File: src/rtl/att_pkg.sv
// Package for the ANSI text terminal: shared types, codes and constants.
// Depends on nothing; the interface file and all modules but att_ram use it.
package att_pkg;

  localparam logic [1:0] FUNC_PUT    = 2'd0;
  localparam logic [1:0] FUNC_CURSOR = 2'd1;
  localparam logic [1:0] FUNC_COLORS = 2'd2;
  localparam logic [1:0] FUNC_READ   = 2'd3;

  localparam logic [7:0] BYTE_ESC = 8'd27;
  localparam logic [7:0] BYTE_SP  = 8'd32;

  typedef struct packed {
    logic [1:0] func;
    logic [7:0] char_in;
    logic [6:0] col;
    logic [4:0] row;
    logic [2:0] fg_in;
    logic [2:0] bg_in;
  } in_item_t;

  typedef struct packed {
    logic [7:0] cell_char;
    logic [2:0] cell_fg;
    logic [2:0] cell_bg;
    logic [1:0] cell_attr;
    logic [6:0] cursor_col_out;
    logic [4:0] cursor_row_out;
    logic       escape_busy;
  } out_item_t;

  // Sweep kinds run by the datapath.
  typedef enum logic [1:0] {
    SWEEP_CLEAR,
    SWEEP_SCROLL,
    SWEEP_ERASE
  } sweep_e;

  // Commands from controller to datapath.
  typedef struct packed {
    logic   step;      // execute the held item's direct work (no sweep)
    logic   sweep_go;  // start a sweep over screen cells
    sweep_e kind;
    logic   walk;      // advance the sweep by one step
    logic   rd_issue;  // issue the read of the held read request
  } ctrl_t;

  // Status from datapath to controller.
  typedef struct packed {
    logic   need_sweep;
    sweep_e kind;
    logic   sweep_done;
  } stat_t;

  function automatic logic [15:0] make_cell(logic [7:0] ch, logic [2:0] fg,
                                            logic [2:0] bg, logic [1:0] at);
    return {at, bg, fg, ch};
  endfunction

endpackage

File: src/rtl/att_ctrl.sv
// Controller of the terminal: sequences accept, execute, sweeps and output.
// Depends on att_pkg.
module att_ctrl (
  input  logic           clk_i,
  input  logic           rst_ni,
  input  logic           in_valid_i,
  output logic           in_ready_o,
  input  logic [1:0]     func_i,
  output logic           out_valid_o,
  input  logic           out_ready_i,
  output logic           hold_o,
  output logic           load_o,
  output att_pkg::ctrl_t ctrl_o,
  input  att_pkg::stat_t stat_i
);
  localparam logic [2:0] S_INIT  = 3'd0;
  localparam logic [2:0] S_IDLE  = 3'd1;
  localparam logic [2:0] S_EXEC  = 3'd2;
  localparam logic [2:0] S_CHECK = 3'd3;
  localparam logic [2:0] S_SWEEP = 3'd4;
  localparam logic [2:0] S_OUT   = 3'd5;

  logic [2:0] state_q, state_d;
  logic       ovld_q, ovld_d;
  logic       out_free;

  always_comb begin
    state_d = state_q; ovld_d = ovld_q;
    ctrl_o = '0; ctrl_o.kind = stat_i.kind;
    in_ready_o = 1'b0; hold_o = 1'b0; load_o = 1'b0;
    out_free = !ovld_q || out_ready_i;
    if (ovld_q && out_ready_i) ovld_d = 1'b0;
    case (state_q)
      S_INIT: begin
        ctrl_o.walk = 1'b1;
        if (stat_i.sweep_done) state_d = S_IDLE;
      end
      S_IDLE: begin
        in_ready_o = 1'b1;
        hold_o = in_valid_i;
        if (in_valid_i) state_d = S_EXEC;
      end
      S_EXEC: begin
        ctrl_o.step = 1'b1;
        ctrl_o.rd_issue = func_i == att_pkg::FUNC_READ;
        state_d = S_CHECK;
      end
      S_CHECK: begin
        if (stat_i.need_sweep) begin
          ctrl_o.sweep_go = 1'b1; state_d = S_SWEEP;
        end else if (out_free) begin
          load_o = 1'b1; ovld_d = 1'b1; state_d = S_IDLE;
        end else begin
          state_d = S_OUT;
        end
      end
      S_SWEEP: begin
        ctrl_o.walk = 1'b1;
        if (stat_i.sweep_done) state_d = S_OUT;
      end
      S_OUT: begin
        if (out_free) begin
          load_o = 1'b1; ovld_d = 1'b1; state_d = S_IDLE;
        end
      end
      default: state_d = S_IDLE;
    endcase
  end

  assign out_valid_o = ovld_q;

  always_ff @(posedge clk_i or negedge rst_ni) begin
    if (!rst_ni) begin
      state_q <= S_INIT; ovld_q <= 1'b0;
    end else begin
      state_q <= state_d; ovld_q <= ovld_d;
    end
  end
endmodule

File: config.mk
export PLATFORM = sky130hd
export DESIGN_NAME = att_ctrl
export DESIGN_NICKNAME = d
export VERILOG_FILES = /design/src/rtl/att_pkg.sv /design/src/rtl/att_ctrl.sv
export SDC_FILE = /design/constraint.sdc
export NUM_CORES = 1
export LEC_CHECK = 0
export BUFFER_PORTS_ARGS = -buffer_cell sky130_fd_sc_hd__buf_2
export CAP_MARGIN = 20
export CORE_AREA = 8 8 45 47
export CTS_CLUSTER_SIZE = 28
export DETAILED_ROUTE_END_ITERATION = 10
export DIE_AREA = 0 0 53 55
export GPL_TIMING_DRIVEN = 1
export PLACE_DENSITY = 0.52
export SLEW_MARGIN = 20
export SYNTH_ARGS = -nofsm -noshare
export SYNTH_HDL_FRONTEND = slang
export SYNTH_SLANG_ARGS = --single-unit
File: constraint.sdc
create_clock -name clk_i -period 1.02 [get_ports clk_i]
set_clock_uncertainty 0.05 [all_clocks]
set_input_delay 0.051 -clock clk_i [delete_from_list [all_inputs] [get_ports clk_i]]
set_output_delay 0.051 -clock clk_i [all_outputs]
set_load 0.02 [all_outputs]
==> impl_metrics.yaml, run 1 <==
setup_path:
  endpoint_kind: "output port"
  cp-start-kind: "flip-flop"
  path_class: "reg -> out"
  worst-path-buf-inv: 1
  critPathTopFamily: "simple AND/OR/NAND/NOR gates"
  critical_path.max_fanout: 4
  critPathMaxStageDelay_ns: 0.40
  worst_ep_arrival_time_ns: 1.21
  cp_slowest_cell: "dfrtp_1"
  crit_chain: "nand2b_4, nor2_4, and3_4, buf_6"
  cp.required_ns: 0.92
yosys:
  yosys_most_used_dff: "dfrtp_1"
  synth_edf_count: 0
  yosysWarnings: 0
  synth.cell_area_um2: 267.8
  syn_avg_cell_area_um2: 9.917
  synth_cell_types: 18
  synth_top_cell_by_area: "dfrtp_1"
  synth_most_common_cell: "dfrtp_1"
  ys_ff_latch: 4
  netlist_instances: 27
  netlist_top_cells_area: "dfrtp_1, nand2b_1, buf_4"
  ys_top_cells_by_count: "dfrtp_1, nand2b_1"
  ys_seq_area_share_pct: 37.38
  async_reset_ff_share_pct: 100.0
  synth_nets: 37
  netlist.area_leader.share_pct: 37.38
die:
  design.die.area_um2: 2915
  ios: 20
  die_w_um: 53
  core_um2: 1384
  num_rows: 14
  dieHeight_um: 55
  initial_core_util_pct: 19.35
timing:
  relSlewSlack_pct: 84.23
  min_period_ns: 1.307
  fin_tns_setup_ns: -1.669
  tightestPinTransition_ns: 0.2353
  setup_violations: 9
  final-hold-violation-count: 0
  timing.final.crit_share_pct: 128.1
  setup_ws_ns: -0.2871
  maxSlewViolCount: 0
  fmax_ghz: 0.7651
  rsz0062_at_grt: "true"
routing:
  dr.pass1.iters: 2
  avgViaCountPerCell: 4.254
  route.met2.wl_um: 518
  vias: 285
  route.detailed.drc: 0
  highest_layer: "met4"
  drtIter0Drc: 5
  ant_nets: 0
  avgRoutedWirePerCell_um: 13.33
  drt-total-wl_um: 893
  met1_length_um: 264
  dr_wl_met3_um: 88
flow_run:
  max_cap_viol_count: 0
cells_and_area:
  multi_input_area_um2: 203.9
  num_antenna_cells: 0
  layout-area-overhead-vs-synth_pct: 97.20
  postLayoutCoreUtil_pct: 38.16
  final_nets: 62
  final_cells: 67
  drive_gt1_share_pct: 80.39
  seq_area_um2: 103.9
  fillers: 145
outcome:
  status: "finished, violations left"
  failed_checks: "negative setup slack"
power_and_ir_drop:
  power_density_nw_per_um2: 3092
  report.power.total_mw: 1.633
  power_leakage_nw: 0.2557
  irDropWorstVdd_mv: 1.173
clock_network:
  ctsRootBufferMaster: "clkbuf_4"
  clk_pin_slew_worst_paths_ns: 0.04
  cts.sinks: 4
  clock_latency_ns: 0.24
  htree_levels: 1
  clk_path_buf_depth: 2
  numCtsBuffers: 3
  cts_tree: "built"
grt:
  grt_overflow: 0
  antenna_found_initial: 0
  grt_max_degree: 8
  track_usage_pct: 6.849
  grt_pass1_wl_um: 1331
  grt_pass1_vias: 313
place:
  dp_slack_ns: -0.09807
  dpl.hpwl_um: 699.1
  gp_congestion: 0.7397
  placedCellCount: 60
  port-buffer-count: 15
worst_hold_path:
  hold_class: "in -> reg"
placed cells by master, fill, tap and decap left out, drive strengths merged:
| cell | instances |
|---|---|
| a21oi | 1 |
| a32o | 1 |
| and2b | 1 |
| and3 | 2 |
| and3b | 1 |
| buf | 21 |
| clkbuf | 4 |
| dfrtp | 4 |
| dlygate4sd3 | 1 |
| nand2 | 2 |
| nand2b | 3 |
| nand3b | 1 |
| nor2 | 2 |
| nor2b | 3 |
| nor3 | 2 |
| nor3b | 1 |
| o21ai | 1 |
worst paths after layout:
check,from,end,slack [ns],cells past startpoint
setup / recovery,state_q[0]$_DFFE_PN0P_,ctrl_o[0],-0.29,4
hold / removal,in_valid_i,state_q[1]$_DFFE_PN0P_,0.05,3
setup reg to reg,state_q[0]$_DFFE_PN0P_,state_q[0]$_DFFE_PN0P_,-0.13,4
hold reg to reg,out_valid_o$_DFF_PN0_,out_valid_o$_DFF_PN0_,0.50,2
max in group asynchronous,rst_ni,state_q[2]$_DFFE_PN0P_,0.68,2
min in group asynchronous,rst_ni,out_valid_o$_DFF_PN0_,0.09,2
flip-flops by register name, indices dropped and copies added, names as in the netlist:
name,cells
state_q,3
out_valid_o,1
logic make-up after synthesis:
kind of cell	count (synthesis)	share of synthesized area (%)
AND/OR/NAND/NOR	18	49.53
flip-flops	4	37.38
AO/OA/AOI/OAI	3	7.473
buffers and inverters	2	5.606
tightest hold or removal path: stages:
cell      delay [ns]
buf_2           0.10
nand3b_1        0.10
a21oi_2         0.06
stage by stage:
stage               hold slack, ns  area [um^2]
CTS                        0.03571        516.7
detailed placement         -0.1872        404.1
global placement           -0.1893        404.1
floorplan                  -0.2946        294.0
finish                     0.05137        528.0
global route               0.04176        528.0
area by class of cell:
class	count	area share, %
sequential	4	19.67
tap	16	3.791
clock buffer	4	4.976
timing repair buffer	22	32.94
multi-input combinational	21	38.63
layer usage:
| layer | global-route usage [%] | vias to the layer above |
|---|---|---|
| met5 | 0 | - |
| met4 | 10.34 | 0 |
| met3 | 2.674 | 2 |
| met2 | 11.52 | 9 |
| met1 | 4.900 | 134 |
| li1 | - | 140 |
report_power, final:
group          switching [mW]  internal (mW)  leakage [nW]  total [mW]
Clock                  0.0688          0.147        0.0150       0.216
Combinational           0.481          0.597         0.195        1.08
Sequential              0.102          0.237        0.0460       0.339
what timing repair did:
action,in CTS,in global routing
endpoints found under the setup margin,11,11
gates resized for setup,17,3
endpoints found under the hold margin,4,0
hold buffers,1,0
pin swaps,4,3
buffers inserted,2,1
Note: power is estimated with default switching activity, not from simulation.
==> run 2, diff against run 1 <==
Settings changed: ABC_AREA set to 1, PLACE_DENSITY 0.52 to 0.57.
==> impl_metrics.yaml, run 2 <==
yosys:
  synth_fa_ha_area_share_pct: 0
  ys_ff_latch: 4
  yosys_most_used_dff: "dfrtp_1"
  synth-compound-area-share_pct: 3.077
  netlist_top_cells_area: "dfrtp_1, nand2_1, inv_1"
  netlist.area_leader.share_pct: 30.77
  yosysWarnings: 0
  synth_top_family_by_area: "simple AND/OR/NAND/NOR gates"
  syn_avg_cell_area_um2: 6.138
  netlist_instances: 53
  ys_seq_area_share_pct: 30.77
  synthSimpleGateAreaFrac_pct: 45.38
  synth.cell_area_um2: 325.3
  synth_most_common_cell: "nand2_1"
  synth-xor-area-share_pct: 0
  synth_top_cell_by_area: "dfrtp_1"
  synth_cell_types: 11
  synth_mux_area_share_pct: 0
  synth_nets: 63
  synth_edf_count: 0
  ys_top_cells_by_count: "nand2_1, inv_1, nor2_1"
  async_reset_ff_share_pct: 100.0
place:
  gp_congestion: 0.8008
  dp_slack_ns: -0.1375
  placedCellCount: 90
  port-buffer-count: 15
  dpl.hpwl_um: 697.7
routing:
  drt-total-wl_um: 1150
  dr.pass1.iters: 2
  ant_nets: 0
  avgRoutedWirePerCell_um: 11.06
  drtIter0Drc: 3
  route.detailed.drc: 0
  avgViaCountPerCell: 4.192
  vias: 436
setup_path:
  critical_path.max_fanout: 4
  critPathMaxStageDelay_ns: 0.42
  cp_common_cell: "nand2_2"
  endpoint_kind: "output port"
  reg2reg_slack_ns: -0.28
  cp.required_ns: 0.92
  path_class: "reg -> out"
  cp_slowest_cell: "dfrtp_1"
  cp-start-kind: "flip-flop"
  worst_ep_arrival_time_ns: 1.20
  crit_chain: "nand2_2, nor2_4, nand2_2, a21oi_4, buf_6"
die:
  core_um2: 1384
  dieHeight_um: 55
  initial_core_util_pct: 23.51
  num_rows: 14
  ios: 20
  design.die.area_um2: 2915
  die_w_um: 53
timing:
  setup_ws_ns: -0.2803
  final-hold-violation-count: 0
  fmax_ghz: 0.7690
  setup_violations: 11
  maxSlewViolCount: 0
  timing.final.crit_share_pct: 127.5
  fin_tns_setup_ns: -2.503
  min_period_ns: 1.300
  rsz0062_at_grt: "true"
  tightestPinTransition_ns: 0.1988
  relSlewSlack_pct: 86.69
grt:
  grt_pass1_vias: 430
  grt_pass1_wl_um: 1718
  antenna_found_initial: 0
  grt_max_degree: 7
  track_usage_pct: 7.937
  grt_overflow: 0
cells_and_area:
  num_antenna_cells: 0
  mostFrequentLayoutCells: "buf_4, nand2_1, buf_6"
  final_nets: 99
  max_flop_register: "state_q"
  layout_commonest_cell: "buf_4"
  layout-area-overhead-vs-synth_pct: 126.5
  drive_gt1_share_pct: 71.59
  final_cells: 104
  largest_reg_flops: 3
  fillers: 119
outcome:
  status: "finished, violations left"
  failed_checks: "negative setup slack"
power_and_ir_drop:
  power_density_nw_per_um2: 3011
  irDropWorstVdd_mv: 1.451
  power_leakage_nw: 0.3927
clock_network:
  numCtsBuffers: 3
  cts.sinks: 4
  clk_pin_slew_worst_paths_ns: 0.03
  clock_latency_ns: 0.24
  clk_path_buf_depth: 2
  ctsRootBufferMaster: "clkbuf_4"
  cts_tree: "built"
  htree_levels: 1
flow_run:
  max_cap_viol_count: 0
worst_hold_path:
  hold_class: "in -> out"
run 2: changes by cell type after synthesis, sizes merged, moves of 2 or more:
cell / previous run / this run
nand3: 0 / 8
inv: 0 / 11
nand2: 2 / 15
nor2: 2 / 9
nor2b: 3 / 0
nand2b: 3 / 0
and3: 2 / 0
run 2: critical path, delay by kind of cell (launching register included):
kind                   cells  cell delay [ns]
DFF                        1             0.42
buffers and inverters      1             0.13
AOI/OAI and AO/OA          1             0.13
and+or+nand+nor            3             0.30
run 2: power by group:
part	switching [mW]	leakage, nW	total [mW]	internal [mW]
sequential	0.116	0.0473	0.357	0.241
combinational	0.814	0.330	1.65	0.833
clock	0.0672	0.0150	0.214	0.147
total	0.998	0.393	2.22	1.22
run 2: cell type report:
cell class	instances	area [um^2]	share of cell area [%]
clock buffer	4	26.28	3.565
inverter	11	41.29	5.603
multi-input combinational	35	270.3	36.67
sequential	4	103.9	14.09
tap	16	20.02	2.716
timing repair buffer	34	275.3	37.35
run 2: final timing paths:
path / from / to / cells after the start
setup / recovery: state_q[1]$_DFFE_PN0P_ / load_o / 5
hold / removal: stat_i[1] / ctrl_o[2] / 0
max in group asynchronous: rst_ni / state_q[0]$_DFFE_PN0P_ / 2
hold reg to reg: out_valid_o$_DFF_PN0_ / out_valid_o$_DFF_PN0_ / 2
min in group asynchronous: rst_ni / out_valid_o$_DFF_PN0_ / 2
setup reg to reg: state_q[1]$_DFFE_PN0P_ / state_q[0]$_DFFE_PN0P_ / 8
run 2: per-layer routing:
metal	global-route usage [%]	routed length, um
met1	7.786	410
met5	0	0
met3	2.674	62
met4	5.603	14
met2	13.87	662
run 2: through the flow:
step / power, mW / util [%] / cell area [um^2] / hold WS (ns)
2_1_floorplan: 0.9518 / - / 357.8 / -0.2946
5_1_grt: 2.384 / 53.25 / 737.0 / 0.05203
3_5_place_dp: 1.306 / 35.71 / 494.2 / -0.1910
4_1_cts: 1.894 / 45.57 / 630.6 / 0.05224
3_3_place_gp: 1.306 / 35.71 / 494.2 / -0.1912
6_report: 2.219 / 53.25 / 737.0 / 0.05201
run 2: logic make-up after synthesis:
| group | count (synthesis) |
|---|---|
| AND/OR/NAND/NOR | 33 |
| buffers and inverters | 14 |
| flip-flops | 4 |
| AO/OA/AOI/OAI | 2 |
run 2: repair_timing:
item / in CTS / in global routing
hold buffers: 1 / 0
gates resized for setup: 22 / 19
endpoints found under the setup margin: 11 / 11
pin swaps: 8 / 11
hold endpoints to repair: 4 / 0
buffers inserted: 5 / 4
==> run 3, diff against run 2 <==
--- a/config.mk
+++ b/config.mk
@@ -9,10 +9,12 @@
 export BUFFER_PORTS_ARGS = -buffer_cell sky130_fd_sc_hd__buf_2
 export CAP_MARGIN = 20
-export CORE_AREA = 8 8 45 47
+export CELL_PAD_IN_SITES_DETAIL_PLACEMENT = 0
+export CELL_PAD_IN_SITES_GLOBAL_PLACEMENT = 1
+export CORE_MARGIN = 8
+export CORE_UTILIZATION = 22
 export CTS_CLUSTER_SIZE = 28
 export DETAILED_ROUTE_END_ITERATION = 10
-export DIE_AREA = 0 0 53 55
 export GPL_TIMING_DRIVEN = 1
-export PLACE_DENSITY = 0.57
+export PLACE_DENSITY = 0.74
 export SLEW_MARGIN = 20
 export SYNTH_ARGS = -nofsm -noshare
--- a/constraint.sdc
+++ b/constraint.sdc
@@ -3,3 +3,3 @@
 set_input_delay 0.051 -clock clk_i [delete_from_list [all_inputs] [get_ports clk_i]]
 set_output_delay 0.051 -clock clk_i [all_outputs]
-set_load 0.02 [all_outputs]
+set_load 0.1 [all_outputs]
==> impl_metrics.yaml, run 3 (synthesized netlist as in run 2, its figures left out) <==
die:
  initial_core_util_pct: 22.65
  num_rows: 14
  die_w_um: 54.46
  core_um2: 1436
  dieHeight_um: 54.46
  design.die.area_um2: 2965
  ios: 20
setup_path:
  worst-path-buf-inv: 1
  cp-start-kind: "flip-flop"
  critPathTopFamily: "flip-flops"
  critical_path.max_fanout: 5
  endpoint_kind: "output port"
  worst_ep_arrival_time_ns: 1.29
  cp.required_ns: 0.92
  regToRegStartpoint: "state_q[1]$_DFFE_PN0P_"
  critPathMaxStageDelay_ns: 0.47
  r2r-end: "state_q[2]$_DFFE_PN0P_"
  path_class: "reg -> out"
  crit_chain: "nor2_4, nand2_2, a21oi_4, buf_12"
  r2r_cells: 8
  cp_slowest_cell: "dfrtp_2"
  reg2reg_slack_ns: -0.20
routing:
  drtIter0Drc: 3
  route.detailed.drc: 0
  vias: 437
  dr.pass1.iters: 2
  ant_nets: 0
  avgViaCountPerCell: 4.202
  drt-total-wl_um: 1152
  avgRoutedWirePerCell_um: 11.08
grt:
  use_met3_pct: 2.717
  grt_pass1_wl_um: 1849
  use_met1_pct: 8.992
  gr-max-usage-layer: "met2"
  grt_max_degree: 6
  grt_pass1_vias: 438
  track_usage_pct: 8.556
  met2_usage_pct: 14.69
  antenna_found_initial: 0
  grt_overflow: 0
place:
  gp_congestion: 0.7971
  dpl.hpwl_um: 852.9
  port-buffer-count: 15
worst_hold_path:
  hold_end: "ctrl_o[2]"
  holdPathStages: 0
  hold_class: "in -> out"
  min_from: "stat_i[1]"
timing:
  fmax_ghz: 0.7189
  min_period_ns: 1.391
  tightestPinTransition_ns: 0.1928
  maxSlewViolCount: 0
  final-hold-violation-count: 0
  rsz0062_at_grt: "true"
  fin_tns_setup_ns: -2.892
  setup_violations: 12
  setup_ws_ns: -0.3711
  relSlewSlack_pct: 87.13
  timing.final.crit_share_pct: 136.4
clock_network:
  cts.sinks: 4
  numCtsBuffers: 3
  htree_levels: 1
  cts_tree: "built"
  clk_path_buf_depth: 2
  clock_latency_ns: 0.24
  clk_pin_slew_worst_paths_ns: 0.04
  ctsRootBufferMaster: "clkbuf_4"
outcome:
  failed_checks: "negative setup slack"
  status: "finished, violations left"
cells_and_area:
  max_flop_register: "state_q"
  mostFrequentLayoutCells: "buf_4, nand2_1, buf_12"
  largest_reg_flops: 3
  layout-area-overhead-vs-synth_pct: 153.5
  seq_area_um2: 106.4
  multi_input_area_um2: 261.5
  layout_commonest_cell: "buf_4"
  drive_gt1_share_pct: 69.32
  fillers: 132
  final_nets: 99
  num_antenna_cells: 0
flow_run:
  max_cap_viol_count: 0
[run 3: how the worst max path moves through the flow]
stage | from | end | slack [ns] | depth (start not counted)
2_1_floorplan | state_q[0]$_DFFE_PN0P_ | state_q[2]$_DFFE_PN0P_ | -0.44 | 6
3_3_place_gp | state_q[0]$_DFFE_PN0P_ | hold_o | -0.16 | 5
3_5_place_dp | state_q[0]$_DFFE_PN0P_ | hold_o | -0.16 | 5
4_1_cts | state_q[1]$_DFFE_PN0P_ | load_o | -0.37 | 5
5_1_grt | state_q[0]$_DFFE_PN0P_ | load_o | -0.43 | 5
6_report | state_q[2]$_DFFE_PN0P_ | load_o | -0.37 | 4
[run 3: per-layer routing]
layer / share of wire [%] / routed length, um
met3: 8.6 / 99
met2: 52 / 598
met4: 0 / 0
met1: 39 / 455
met5: 0 / 0
[run 3: stage by stage]
stage               cells  cell area (um^2)  utilization, %  hold slack (ns)  worst slack [ns]
global route          104             824.5           57.40          0.05219           -0.4322
global placement       92             673.1           46.86          -0.1889           -0.1575
detailed placement     92             673.1           46.86          -0.1875           -0.1554
finish                104             824.5           57.40          0.05204           -0.3711
CTS                   101             779.5           54.27          0.05268           -0.3748
floorplan              53             401.6               -          -0.2946           -0.4381
[run 3: repair_timing]
action,in CTS,in global routing
endpoints found under the hold margin,4,0
gates resized for setup,11,6
setup buffers,4,3
pin swaps,9,5
hold buffers,1,0
endpoints found under the setup margin,12,12
[run 3: cell type report]
| class | count | share of cell area [%] |
|---|---|---|
| clock buffers | 4 | 3.187 |
| inverters | 11 | 6.222 |
| multi-input cells | 35 | 31.71 |
| flip-flops and latches | 4 | 12.90 |
| well taps | 16 | 2.428 |
| repair buffers | 34 | 43.55 |
Power of run 3 is left out: the tool's default activity adds up to more than one toggle a clock period on the data nets, which glitch-free logic cannot reach.
